[src/sv/i2cm_pkg.sv]
// Shared types and constants for the I2C master transaction engine.
package i2cm_pkg;

   // Data byte counter width
   localparam int CountBits = 8;

   // Depth of the queue between the front and the sequencer
   localparam int QueueDepth = 2;
   localparam int QueuePtrBits = (QueueDepth > 1) ? $clog2(QueueDepth) : 1;
   localparam int QueueCntBits = $clog2(QueueDepth + 1);

   // Bit position of the byte MSB, shifted out first
   localparam int ByteMsb = 7;

   // Request codes on req_type
   localparam logic [1:0] REQ_TICK  = 2'd0;
   localparam logic [1:0] REQ_BEGIN = 2'd1;
   localparam logic [1:0] REQ_DATA  = 2'd2;

   // Status codes
   localparam logic [1:0] STATUS_OK        = 2'd0;
   localparam logic [1:0] STATUS_ADDR_NACK = 2'd1;
   localparam logic [1:0] STATUS_DATA_NACK = 2'd2;

   // Classified command
   typedef enum logic [1:0] {
      CMD_TICK,
      CMD_BEGIN,
      CMD_DATA,
      CMD_NOP
   } cmd_type;

   // Bus sequencer phase
   typedef enum logic [4:0] {
      PH_IDLE, PH_ST_SDA_HI, PH_ST_SCL_HI, PH_ST_SDA_LO, PH_ST_SCL_LO,
      PH_WB_SET, PH_WB_HI, PH_WB_LO, PH_ACK_REL, PH_ACK_HI, PH_ACK_LO,
      PH_WAIT, PH_RB_REL, PH_RB_HI, PH_RB_LO, PH_RB_ACK, PH_RB_AHI,
      PH_RB_ALO, PH_SP_SDA_LO, PH_SP_SCL_HI, PH_SP_SDA_HI
   } phase_type;

   // One queued word
   typedef struct packed {
      cmd_type    cmd;
      logic [6:0] dev_addr;
      logic       read_not_write;
      logic [7:0] byte_count;
      logic [7:0] write_byte;
      logic       sda_in;
   } item_type;

endpackage

[src/sv/i2cm_front.sv]
// Front end: classifies incoming words and queues them for the sequencer.
module i2cm_front (
   input  logic               clock,
   input  logic               reset,
   input  logic               req_valid,
   output logic               req_ready,
   input  logic [1:0]         req_type,
   input  logic [6:0]         req_dev_addr,
   input  logic               req_read_not_write,
   input  logic [7:0]         req_byte_count,
   input  logic [7:0]         req_write_byte,
   input  logic               req_sda_in,
   output logic               q_valid,
   output i2cm_pkg::item_type q_item,
   input  logic               q_pop
);

   i2cm_pkg::item_type                       entry_ff [i2cm_pkg::QueueDepth];
   logic [i2cm_pkg::QueuePtrBits-1:0]        wr_ptr_ff, wr_ptr_in;
   logic [i2cm_pkg::QueuePtrBits-1:0]        rd_ptr_ff, rd_ptr_in;
   logic [i2cm_pkg::QueueCntBits-1:0]        count_ff, count_in;
   i2cm_pkg::item_type                       item_in;
   logic                                     push;
   logic                                     pop;

   // Classify the request code
   always_comb begin
      item_in.dev_addr       = req_dev_addr;
      item_in.read_not_write = req_read_not_write;
      item_in.byte_count     = req_byte_count;
      item_in.write_byte     = req_write_byte;
      item_in.sda_in         = req_sda_in;
      case (req_type)
         i2cm_pkg::REQ_TICK:  item_in.cmd = i2cm_pkg::CMD_TICK;
         i2cm_pkg::REQ_BEGIN: item_in.cmd = i2cm_pkg::CMD_BEGIN;
         i2cm_pkg::REQ_DATA:  item_in.cmd = i2cm_pkg::CMD_DATA;
         default:             item_in.cmd = i2cm_pkg::CMD_NOP;
      endcase
   end

   assign req_ready = (count_ff != i2cm_pkg::QueueCntBits'(i2cm_pkg::QueueDepth));
   assign q_valid   = (count_ff != '0);
   assign q_item    = entry_ff[rd_ptr_ff];
   assign push      = req_valid && req_ready;
   assign pop       = q_pop && q_valid;

   // Advance pointers and occupancy
   always_comb begin
      wr_ptr_in = wr_ptr_ff;
      rd_ptr_in = rd_ptr_ff;
      count_in  = count_ff;
      if (push) begin
         wr_ptr_in = (wr_ptr_ff == i2cm_pkg::QueuePtrBits'(i2cm_pkg::QueueDepth - 1))
                     ? '0 : wr_ptr_ff + 1'b1;
      end
      if (pop) begin
         rd_ptr_in = (rd_ptr_ff == i2cm_pkg::QueuePtrBits'(i2cm_pkg::QueueDepth - 1))
                     ? '0 : rd_ptr_ff + 1'b1;
      end
      if (push && !pop) begin
         count_in = count_ff + 1'b1;
      end else if (pop && !push) begin
         count_in = count_ff - 1'b1;
      end
   end

   always_ff @(posedge clock) begin
      if (reset) begin
         wr_ptr_ff <= '0;
         rd_ptr_ff <= '0;
         count_ff  <= '0;
      end else begin
         wr_ptr_ff <= wr_ptr_in;
         rd_ptr_ff <= rd_ptr_in;
         count_ff  <= count_in;
      end
   end

   // Store the word
   always_ff @(posedge clock) begin
      if (push) begin
         entry_ff[wr_ptr_ff] <= item_in;
      end
   end

endmodule

[src/sv/i2cm_back.sv]
// Back end: I2C bus sequencer and registered result word.
module i2cm_back (
   input  logic               clock,
   input  logic               reset,
   input  logic               q_valid,
   input  i2cm_pkg::item_type q_item,
   output logic               q_pop,
   output logic               rsp_valid,
   input  logic               rsp_ready,
   output logic               rsp_scl,
   output logic               rsp_sda_out,
   output logic               rsp_sda_drive,
   output logic               rsp_need_data,
   output logic               rsp_read_valid,
   output logic [7:0]         rsp_read_byte,
   output logic               rsp_done_res,
   output logic [1:0]         rsp_status,
   output logic               rsp_busy_res
);

   i2cm_pkg::phase_type             phase_ff, phase_in;
   logic [3:0]                      bit_index_ff, bit_index_in;
   logic [7:0]                      shift_ff, shift_in;
   logic [i2cm_pkg::CountBits-1:0]  bytes_left_ff, bytes_left_in;
   logic                            is_read_ff, is_read_in;
   logic [1:0]                      status_ff, status_in;
   logic                            scl_ff, scl_in;
   logic                            sda_ff, sda_in;
   logic                            drive_ff, drive_in;
   logic                            addr_byte_ff, addr_byte_in;
   logic                            rvalid;
   logic [7:0]                      rbyte;
   logic                            done;
   logic                            step;
   logic                            is_tick;
   logic [3:0]                      bit_next;

   // Output word register
   logic                            out_valid_ff;
   logic                            out_scl_ff, out_sda_ff, out_drive_ff;
   logic                            out_need_ff, out_rvalid_ff, out_done_ff, out_busy_ff;
   logic [7:0]                      out_rbyte_ff;
   logic [1:0]                      out_status_ff;

   assign step     = q_valid && (!out_valid_ff || rsp_ready);
   assign q_pop    = step;
   assign is_tick  = (q_item.cmd == i2cm_pkg::CMD_TICK);
   assign bit_next = bit_index_ff + 4'd1;

   // Next phase
   always_comb begin
      phase_in = phase_ff;
      if (step) begin
         case (q_item.cmd)
            i2cm_pkg::CMD_BEGIN: begin
               if (phase_ff == i2cm_pkg::PH_IDLE) phase_in = i2cm_pkg::PH_ST_SDA_HI;
            end
            i2cm_pkg::CMD_DATA: begin
               if (phase_ff == i2cm_pkg::PH_WAIT) phase_in = i2cm_pkg::PH_WB_SET;
            end
            i2cm_pkg::CMD_TICK: begin
               case (phase_ff)
                  i2cm_pkg::PH_IDLE:      phase_in = i2cm_pkg::PH_IDLE;
                  i2cm_pkg::PH_WAIT:      phase_in = i2cm_pkg::PH_WAIT;
                  i2cm_pkg::PH_ST_SDA_HI: phase_in = i2cm_pkg::PH_ST_SCL_HI;
                  i2cm_pkg::PH_ST_SCL_HI: phase_in = i2cm_pkg::PH_ST_SDA_LO;
                  i2cm_pkg::PH_ST_SDA_LO: phase_in = i2cm_pkg::PH_ST_SCL_LO;
                  i2cm_pkg::PH_ST_SCL_LO: phase_in = i2cm_pkg::PH_WB_SET;
                  i2cm_pkg::PH_WB_SET:    phase_in = i2cm_pkg::PH_WB_HI;
                  i2cm_pkg::PH_WB_HI:     phase_in = i2cm_pkg::PH_WB_LO;
                  i2cm_pkg::PH_WB_LO:
                     phase_in = bit_next[3] ? i2cm_pkg::PH_ACK_REL : i2cm_pkg::PH_WB_SET;
                  i2cm_pkg::PH_ACK_REL:   phase_in = i2cm_pkg::PH_ACK_HI;
                  i2cm_pkg::PH_ACK_HI:    phase_in = i2cm_pkg::PH_ACK_LO;
                  i2cm_pkg::PH_ACK_LO: begin
                     if (status_ff != i2cm_pkg::STATUS_OK || bytes_left_ff == '0) begin
                        phase_in = i2cm_pkg::PH_SP_SDA_LO;
                     end else if (is_read_ff) begin
                        phase_in = i2cm_pkg::PH_RB_REL;
                     end else begin
                        phase_in = i2cm_pkg::PH_WAIT;
                     end
                  end
                  i2cm_pkg::PH_RB_REL:    phase_in = i2cm_pkg::PH_RB_HI;
                  i2cm_pkg::PH_RB_HI:     phase_in = i2cm_pkg::PH_RB_LO;
                  i2cm_pkg::PH_RB_LO:
                     phase_in = bit_next[3] ? i2cm_pkg::PH_RB_ACK : i2cm_pkg::PH_RB_HI;
                  i2cm_pkg::PH_RB_ACK:    phase_in = i2cm_pkg::PH_RB_AHI;
                  i2cm_pkg::PH_RB_AHI:    phase_in = i2cm_pkg::PH_RB_ALO;
                  i2cm_pkg::PH_RB_ALO:
                     phase_in = (bytes_left_ff == '0) ? i2cm_pkg::PH_SP_SDA_LO
                                                      : i2cm_pkg::PH_RB_REL;
                  i2cm_pkg::PH_SP_SDA_LO: phase_in = i2cm_pkg::PH_SP_SCL_HI;
                  i2cm_pkg::PH_SP_SCL_HI: phase_in = i2cm_pkg::PH_SP_SDA_HI;
                  i2cm_pkg::PH_SP_SDA_HI: phase_in = i2cm_pkg::PH_IDLE;
                  default:                phase_in = i2cm_pkg::PH_IDLE;
               endcase
            end
            default: phase_in = phase_ff;
         endcase
      end
   end

   // Datapath and pin outputs
   always_comb begin
      bit_index_in  = bit_index_ff;
      shift_in      = shift_ff;
      bytes_left_in = bytes_left_ff;
      is_read_in    = is_read_ff;
      status_in     = status_ff;
      scl_in        = scl_ff;
      sda_in        = sda_ff;
      drive_in      = drive_ff;
      addr_byte_in  = addr_byte_ff;
      rvalid        = 1'b0;
      rbyte         = '0;
      done          = 1'b0;
      if (step && q_item.cmd == i2cm_pkg::CMD_BEGIN && phase_ff == i2cm_pkg::PH_IDLE) begin
         is_read_in    = q_item.read_not_write;
         shift_in      = {q_item.dev_addr, q_item.read_not_write};
         bytes_left_in = i2cm_pkg::CountBits'(q_item.byte_count);
         status_in     = i2cm_pkg::STATUS_OK;
         bit_index_in  = '0;
         addr_byte_in  = 1'b1;
      end
      if (step && q_item.cmd == i2cm_pkg::CMD_DATA && phase_ff == i2cm_pkg::PH_WAIT) begin
         shift_in      = q_item.write_byte;
         bytes_left_in = bytes_left_ff - 1'b1;
         bit_index_in  = '0;
      end
      if (step && is_tick) begin
         case (phase_ff)
            i2cm_pkg::PH_ST_SDA_HI: begin
               sda_in   = 1'b1;
               drive_in = 1'b1;
            end
            i2cm_pkg::PH_ST_SCL_HI: scl_in = 1'b1;
            i2cm_pkg::PH_ST_SDA_LO: sda_in = 1'b0;
            i2cm_pkg::PH_ST_SCL_LO: begin
               scl_in       = 1'b0;
               bit_index_in = '0;
            end
            i2cm_pkg::PH_WB_SET: begin
               sda_in   = shift_ff[i2cm_pkg::ByteMsb];
               drive_in = 1'b1;
            end
            i2cm_pkg::PH_WB_HI: scl_in = 1'b1;
            i2cm_pkg::PH_WB_LO: begin
               scl_in       = 1'b0;
               shift_in     = {shift_ff[6:0], 1'b0};
               bit_index_in = bit_next;
            end
            i2cm_pkg::PH_ACK_REL: drive_in = 1'b0;
            i2cm_pkg::PH_ACK_HI: begin
               scl_in = 1'b1;
               if (q_item.sda_in) begin
                  status_in = addr_byte_ff ? i2cm_pkg::STATUS_ADDR_NACK
                                           : i2cm_pkg::STATUS_DATA_NACK;
               end
            end
            i2cm_pkg::PH_ACK_LO: begin
               scl_in       = 1'b0;
               drive_in     = 1'b1;
               addr_byte_in = 1'b0;
            end
            i2cm_pkg::PH_RB_REL: begin
               drive_in     = 1'b0;
               bit_index_in = '0;
               shift_in     = '0;
            end
            i2cm_pkg::PH_RB_HI: begin
               scl_in   = 1'b1;
               shift_in = {shift_ff[6:0], q_item.sda_in};
            end
            i2cm_pkg::PH_RB_LO: begin
               scl_in       = 1'b0;
               bit_index_in = bit_next;
            end
            i2cm_pkg::PH_RB_ACK: begin
               drive_in      = 1'b1;
               sda_in        = (bytes_left_ff == i2cm_pkg::CountBits'(1));
               rvalid        = 1'b1;
               rbyte         = shift_ff;
               bytes_left_in = bytes_left_ff - 1'b1;
            end
            i2cm_pkg::PH_RB_AHI: scl_in = 1'b1;
            i2cm_pkg::PH_RB_ALO: scl_in = 1'b0;
            i2cm_pkg::PH_SP_SDA_LO: begin
               sda_in   = 1'b0;
               drive_in = 1'b1;
            end
            i2cm_pkg::PH_SP_SCL_HI: scl_in = 1'b1;
            i2cm_pkg::PH_SP_SDA_HI: begin
               sda_in = 1'b1;
               done   = 1'b1;
            end
            default: ;
         endcase
      end
   end

   // Sequencer state
   always_ff @(posedge clock) begin
      if (reset) begin
         phase_ff      <= i2cm_pkg::PH_IDLE;
         bit_index_ff  <= '0;
         shift_ff      <= '0;
         bytes_left_ff <= '0;
         is_read_ff    <= 1'b0;
         status_ff     <= i2cm_pkg::STATUS_OK;
         scl_ff        <= 1'b1;
         sda_ff        <= 1'b1;
         drive_ff      <= 1'b1;
         addr_byte_ff  <= 1'b0;
      end else begin
         phase_ff      <= phase_in;
         bit_index_ff  <= bit_index_in;
         shift_ff      <= shift_in;
         bytes_left_ff <= bytes_left_in;
         is_read_ff    <= is_read_in;
         status_ff     <= status_in;
         scl_ff        <= scl_in;
         sda_ff        <= sda_in;
         drive_ff      <= drive_in;
         addr_byte_ff  <= addr_byte_in;
      end
   end

   // Hold the result word until taken
   always_ff @(posedge clock) begin
      if (reset) begin
         out_valid_ff <= 1'b0;
      end else if (step) begin
         out_valid_ff <= 1'b1;
      end else if (rsp_ready) begin
         out_valid_ff <= 1'b0;
      end
   end

   always_ff @(posedge clock) begin
      if (step) begin
         out_scl_ff    <= scl_in;
         out_sda_ff    <= sda_in;
         out_drive_ff  <= drive_in;
         out_need_ff   <= (phase_in == i2cm_pkg::PH_WAIT);
         out_rvalid_ff <= rvalid;
         out_rbyte_ff  <= rbyte;
         out_done_ff   <= done;
         out_status_ff <= status_in;
         out_busy_ff   <= (phase_in != i2cm_pkg::PH_IDLE);
      end
   end

   assign rsp_valid      = out_valid_ff;
   assign rsp_scl        = out_scl_ff;
   assign rsp_sda_out    = out_sda_ff;
   assign rsp_sda_drive  = out_drive_ff;
   assign rsp_need_data  = out_need_ff;
   assign rsp_read_valid = out_rvalid_ff;
   assign rsp_read_byte  = out_rbyte_ff;
   assign rsp_done_res   = out_done_ff;
   assign rsp_status     = out_status_ff;
   assign rsp_busy_res   = out_busy_ff;

endmodule

[src/sv/i2c_master_transaction_engine_unit.sv]
// Top level of the I2C master transaction engine.
//
// Runs whole I2C master transactions one pin step per word: a begin word
// latches address, direction and byte count, each tick word advances the
// bus by one step (START, address and R/W, ACK, data bytes, STOP), and a
// data word supplies the next write byte when need_data is set. Every
// accepted word returns exactly one result word with the pin levels after
// that step. The engine takes one word per clock while results are taken:
// a two-entry queue sits between the request decode and the bus sequencer,
// and the sequencer executes one queued word per clock into an output
// register, unless that register holds a result not yet taken. With
// rsp_ready held low the queue and output register absorb up to three
// words before req_ready drops.
module i2c_master_transaction_engine_unit (
   input  logic       clock,
   input  logic       reset,
   input  logic       req_valid,
   output logic       req_ready,
   input  logic [1:0] req_type,
   input  logic [6:0] req_dev_addr,
   input  logic       req_read_not_write,
   input  logic [7:0] req_byte_count,
   input  logic [7:0] req_write_byte,
   input  logic       req_sda_in,
   output logic       rsp_valid,
   input  logic       rsp_ready,
   output logic       rsp_scl,
   output logic       rsp_sda_out,
   output logic       rsp_sda_drive,
   output logic       rsp_need_data,
   output logic       rsp_read_valid,
   output logic [7:0] rsp_read_byte,
   output logic       rsp_done_res,
   output logic [1:0] rsp_status,
   output logic       rsp_busy_res
);

   logic               q_valid;
   logic               q_pop;
   i2cm_pkg::item_type q_item;

   // Decode and queue
   i2cm_front u_front (
      .clock              (clock),
      .reset              (reset),
      .req_valid          (req_valid),
      .req_ready          (req_ready),
      .req_type           (req_type),
      .req_dev_addr       (req_dev_addr),
      .req_read_not_write (req_read_not_write),
      .req_byte_count     (req_byte_count),
      .req_write_byte     (req_write_byte),
      .req_sda_in         (req_sda_in),
      .q_valid            (q_valid),
      .q_item             (q_item),
      .q_pop              (q_pop)
   );

   // Bus sequencer
   i2cm_back u_back (
      .clock          (clock),
      .reset          (reset),
      .q_valid        (q_valid),
      .q_item         (q_item),
      .q_pop          (q_pop),
      .rsp_valid      (rsp_valid),
      .rsp_ready      (rsp_ready),
      .rsp_scl        (rsp_scl),
      .rsp_sda_out    (rsp_sda_out),
      .rsp_sda_drive  (rsp_sda_drive),
      .rsp_need_data  (rsp_need_data),
      .rsp_read_valid (rsp_read_valid),
      .rsp_read_byte  (rsp_read_byte),
      .rsp_done_res   (rsp_done_res),
      .rsp_status     (rsp_status),
      .rsp_busy_res   (rsp_busy_res)
   );

endmodule

[config.mk]
export PLATFORM = sky130hd
export DESIGN_NAME = i2c_master_transaction_engine_unit
export DESIGN_NICKNAME = d
export VERILOG_FILES = /design/src/sv/i2cm_pkg.sv /design/src/sv/i2cm_front.sv /design/src/sv/i2cm_back.sv /design/src/sv/i2c_master_transaction_engine_unit.sv
export SDC_FILE = /design/constraint.sdc
export NUM_CORES = 1
export LEC_CHECK = 0
export ABC_AREA = 1
export ABC_CLOCK_PERIOD_IN_PS = 2500
export BUFFER_PORTS_ARGS = -buffer_cell sky130_fd_sc_hd__clkbuf_2
export CAP_MARGIN = 40
export CORE_MARGIN = 2
export CORE_UTILIZATION = 29
export CTS_CLUSTER_DIAMETER = 80
export DETAILED_ROUTE_END_ITERATION = 10
export PLACE_DENSITY_LB_ADDON = 0.25
export SLEW_MARGIN = 20
export SYNTH_ARGS = -nofsm -noshare
export SYNTH_HDL_FRONTEND = slang
export SYNTH_SLANG_ARGS = --single-unit
[constraint.sdc]
create_clock -name clock -period 2.5 [get_ports clock]
set_clock_uncertainty 0.05 [all_clocks]
set_input_delay 0.5 -clock clock [delete_from_list [all_inputs] [get_ports clock]]
set_output_delay 0.5 -clock clock [all_outputs]
set_load 0.01 [all_outputs]
==> metrics.csv <==
metric,value,unit
Power per Cell Area,967,nW/um2
Syn. warnings,0,
async set or reset register ratio after synthesis,0,%
Yosys cell types,42,
Slew headroom,60.6,%
PnR worst setup slack,0.318,ns
Iteration-0 DRC Markers,319,
met2 Use GR,23.3,%
gr usage total,14.0,%
synthesized area per cell,8.88,um2
# clock sinks,109,
Core ar.,17200,um2
PortBufs,49,
"top cells by area, synth","edfxtp_1, dfxtp_1, nand2_1",
hold path startpoint,req_write_byte[6],
crit-path cells,"inv_1, ha_1, nand2_1, inv_1, nand2_1, a21oi_1, nand2_1, nor2_1, nor2_1, nor2_1, nand2_1, nor2_1, nand2_1",
most instantiated cells after synthesis,"nand2_1, edfxtp_1, nor2_1",
Die X,137,um
Max Cap Violations,0,
Hold WC Path Type,input pin to flip-flop,
final wirelength,12200,um
top-area cell type share of the netlist area,41.8,%
routability-driven placement congestion ratio,0.899,
ant diodes,0,
DR pass1 iterations,5,
Crit Path Class,flip-flop to flip-flop,
IO Pins,50,
syn nets,609,
status,"complete, no violations",
Bufs and invs on worst path,2,
post-route ant nets,0,
Crit. Startpoint,u_back.bytes_left_ff[0]$_SDFF_PP0_,
highest clock rate,0.458,GHz
Layout area overhead,16.4,%
Fin. Hold Viols,0,
"Slowest-stage cell, CP",dfxtp_1,
via/cell ratio,4.68,
most frequent cell on the critical path,nand2_1,
Peak VDD IR,0.456,mV
Max Transition Viols Final,0,
"Req. time, crit path",2.56,ns
arrival time worst endpoint,2.24,ns
Clock Latency Late Sink,0.35,ns
Setup Buffers After CTS,0,
grt total ovfl,0,
GRT Max-Usage Layer,met2,
most frequent cell after synthesis,nand2_1,
RSZ-0062 raised after global routing,false,
dominant synthesized flop cell,edfxtp_1,
Crit Path Max Fanout,5,
DP Wirelength,8750,um
antenna violations before repair,0,
largest net degree at the start of global routing,29,
Worst setup EP type,flip-flop,
die area,18600,um2
setup tns final,0,ns
Slew @ Worst Pin,0.590,ns
Leak,2.46,nW
Initial Utilization,29.6,%
final period utilization,87.3,%
dpl ws,0.342,ns
Die Y,137,um
Max clock buf depth,2,
WL per Instance,14.3,um
Syn Inst Count,574,
Post-Syn Area,5100,um2
"Seq/Total Area, Yosys",56.8,%
CTS tree,built,
"EDFF count, synth",71,
first-pass GRT wire length,20000,um
final net count,659,
"delay-heaviest family, CP",simple AND/OR/NAND/NOR gates,
CTS root buffer,clkbuf_16,
final setup fails,0,
r2r startpoint,u_back.bytes_left_ff[0]$_SDFF_PP0_,
fin crit period,2.18,ns
GRT met3 Usage,2.48,%
share of layout cells above drive strength 1,18.1,%
"FF+latch count, synth",109,
DR vias,3995,
GR Layer Usage met1,18.2,%
row count,48,
clk slew on worst S/H paths,0.07,ns
vias in the first global route,3897,
cts hold-fix bufs,0,
Critical Path Max Stage Delay,0.33,ns
htree depth,3,
post-route DRC violation count,0,
# resized after CTS,0,
"area leader, netlist",edfxtp_1,
Critical Path Start Type,flip-flop,
TritonCTS buffer count,9,
==> sequential cells by signal, indices dropped and copies added (netlist names), 4 cells and up, named ones only <==
name	count
u_back.bit_index_ff	4
u_back.bytes_left_ff	8
u_back.phase_ff	5
u_back.rsp_read_byte	8
u_front.entry_ff	54
u_back.shift_ff	8
==> final cells by class <==
type	instances	area, um2
timing repair buffer	57	305
sequential	109	2890
fill	1780	11300
clock inverter	6	92.6
tap	225	282
multi-input combinational	383	1880
inverter	64	243
clock buffer	10	239
==> logic make-up after synthesis <==
group                      synth area share (%)
adders and majority gates                 0.982
AOI/OAI and AO/OA                          11.1
DFF                                        56.8
buffers and inverters                      6.53
xor gates and xnor gates                  0.859
and+or+nand+nor                            23.8
==> layer usage <==
metal	share of wire, %	routed length (um)
met5	0	0
met4	1.7	208
met3	4.4	534
met2	48	5850
met1	46	5580
==> report_power, final <==
part           total, W  switching (W)  leakage, nW  internal, W
Combinational   0.00166        0.00113         1.33     0.000530
Sequential      0.00250       0.000163        0.972      0.00234
Clock           0.00157       0.000659        0.163     0.000915
Total           0.00573        0.00195         2.46      0.00378
==> worst paths after layout <==
path / slack (ns) / depth (start not counted) / to
worst max-delay path: 0.32 / 13 / u_back.rsp_busy_res$_DFFE_PP_
worst min-delay path: 0.28 / 1 / u_front.entry_ff[0][7]$_DFFE_PP_
worst max register to register: 0.32 / 13 / u_back.rsp_busy_res$_DFFE_PP_
worst min register to register: 0.40 / 1 / flip-flop
==> metrics by stage <==
step	cells	hold WS, ns	instance area (um2)	power, W	util, %
after detailed placement	838	0.390	5600	0.00422	32.5
after global routing	854	0.277	5930	0.00611	34.4
after floorplan	574	0.375	5100	0.00367	-
after CTS	854	0.267	5930	0.00581	34.4
after global placement	838	0.389	5600	0.00423	32.5
final	854	0.282	5930	0.00573	34.4
==> cell usage in the layout, fill, tap and decap left out, types with 3 or more instances in the layout <==
cell       Yosys  routed
a21oi_1       41      41
a31oi_1        3       3
buf_4          2       8
clkbuf_16      0       9
clkbuf_2       0      49
clkinv_1       2       3
dfxtp_1       38      38
edfxtp_1      71      71
ha_1           4       4
inv_1         49      49
inv_2         12      12
nand2_1      139     139
nand2_2        3       3
nand3_1       34      34
nand3b_1       3       3
nand4_1        8       8
nor2_1        60      58
nor2_2         6       8
nor3_1         7       7
o211ai_1       6       6
o21ai_0       17      17
o21ai_1       18      18
o21ai_2        6       6
o21bai_1       3       3
or2_2          5       5
xor2_1         3       3
No activity file was read; power rests on OpenSTA's default activity.
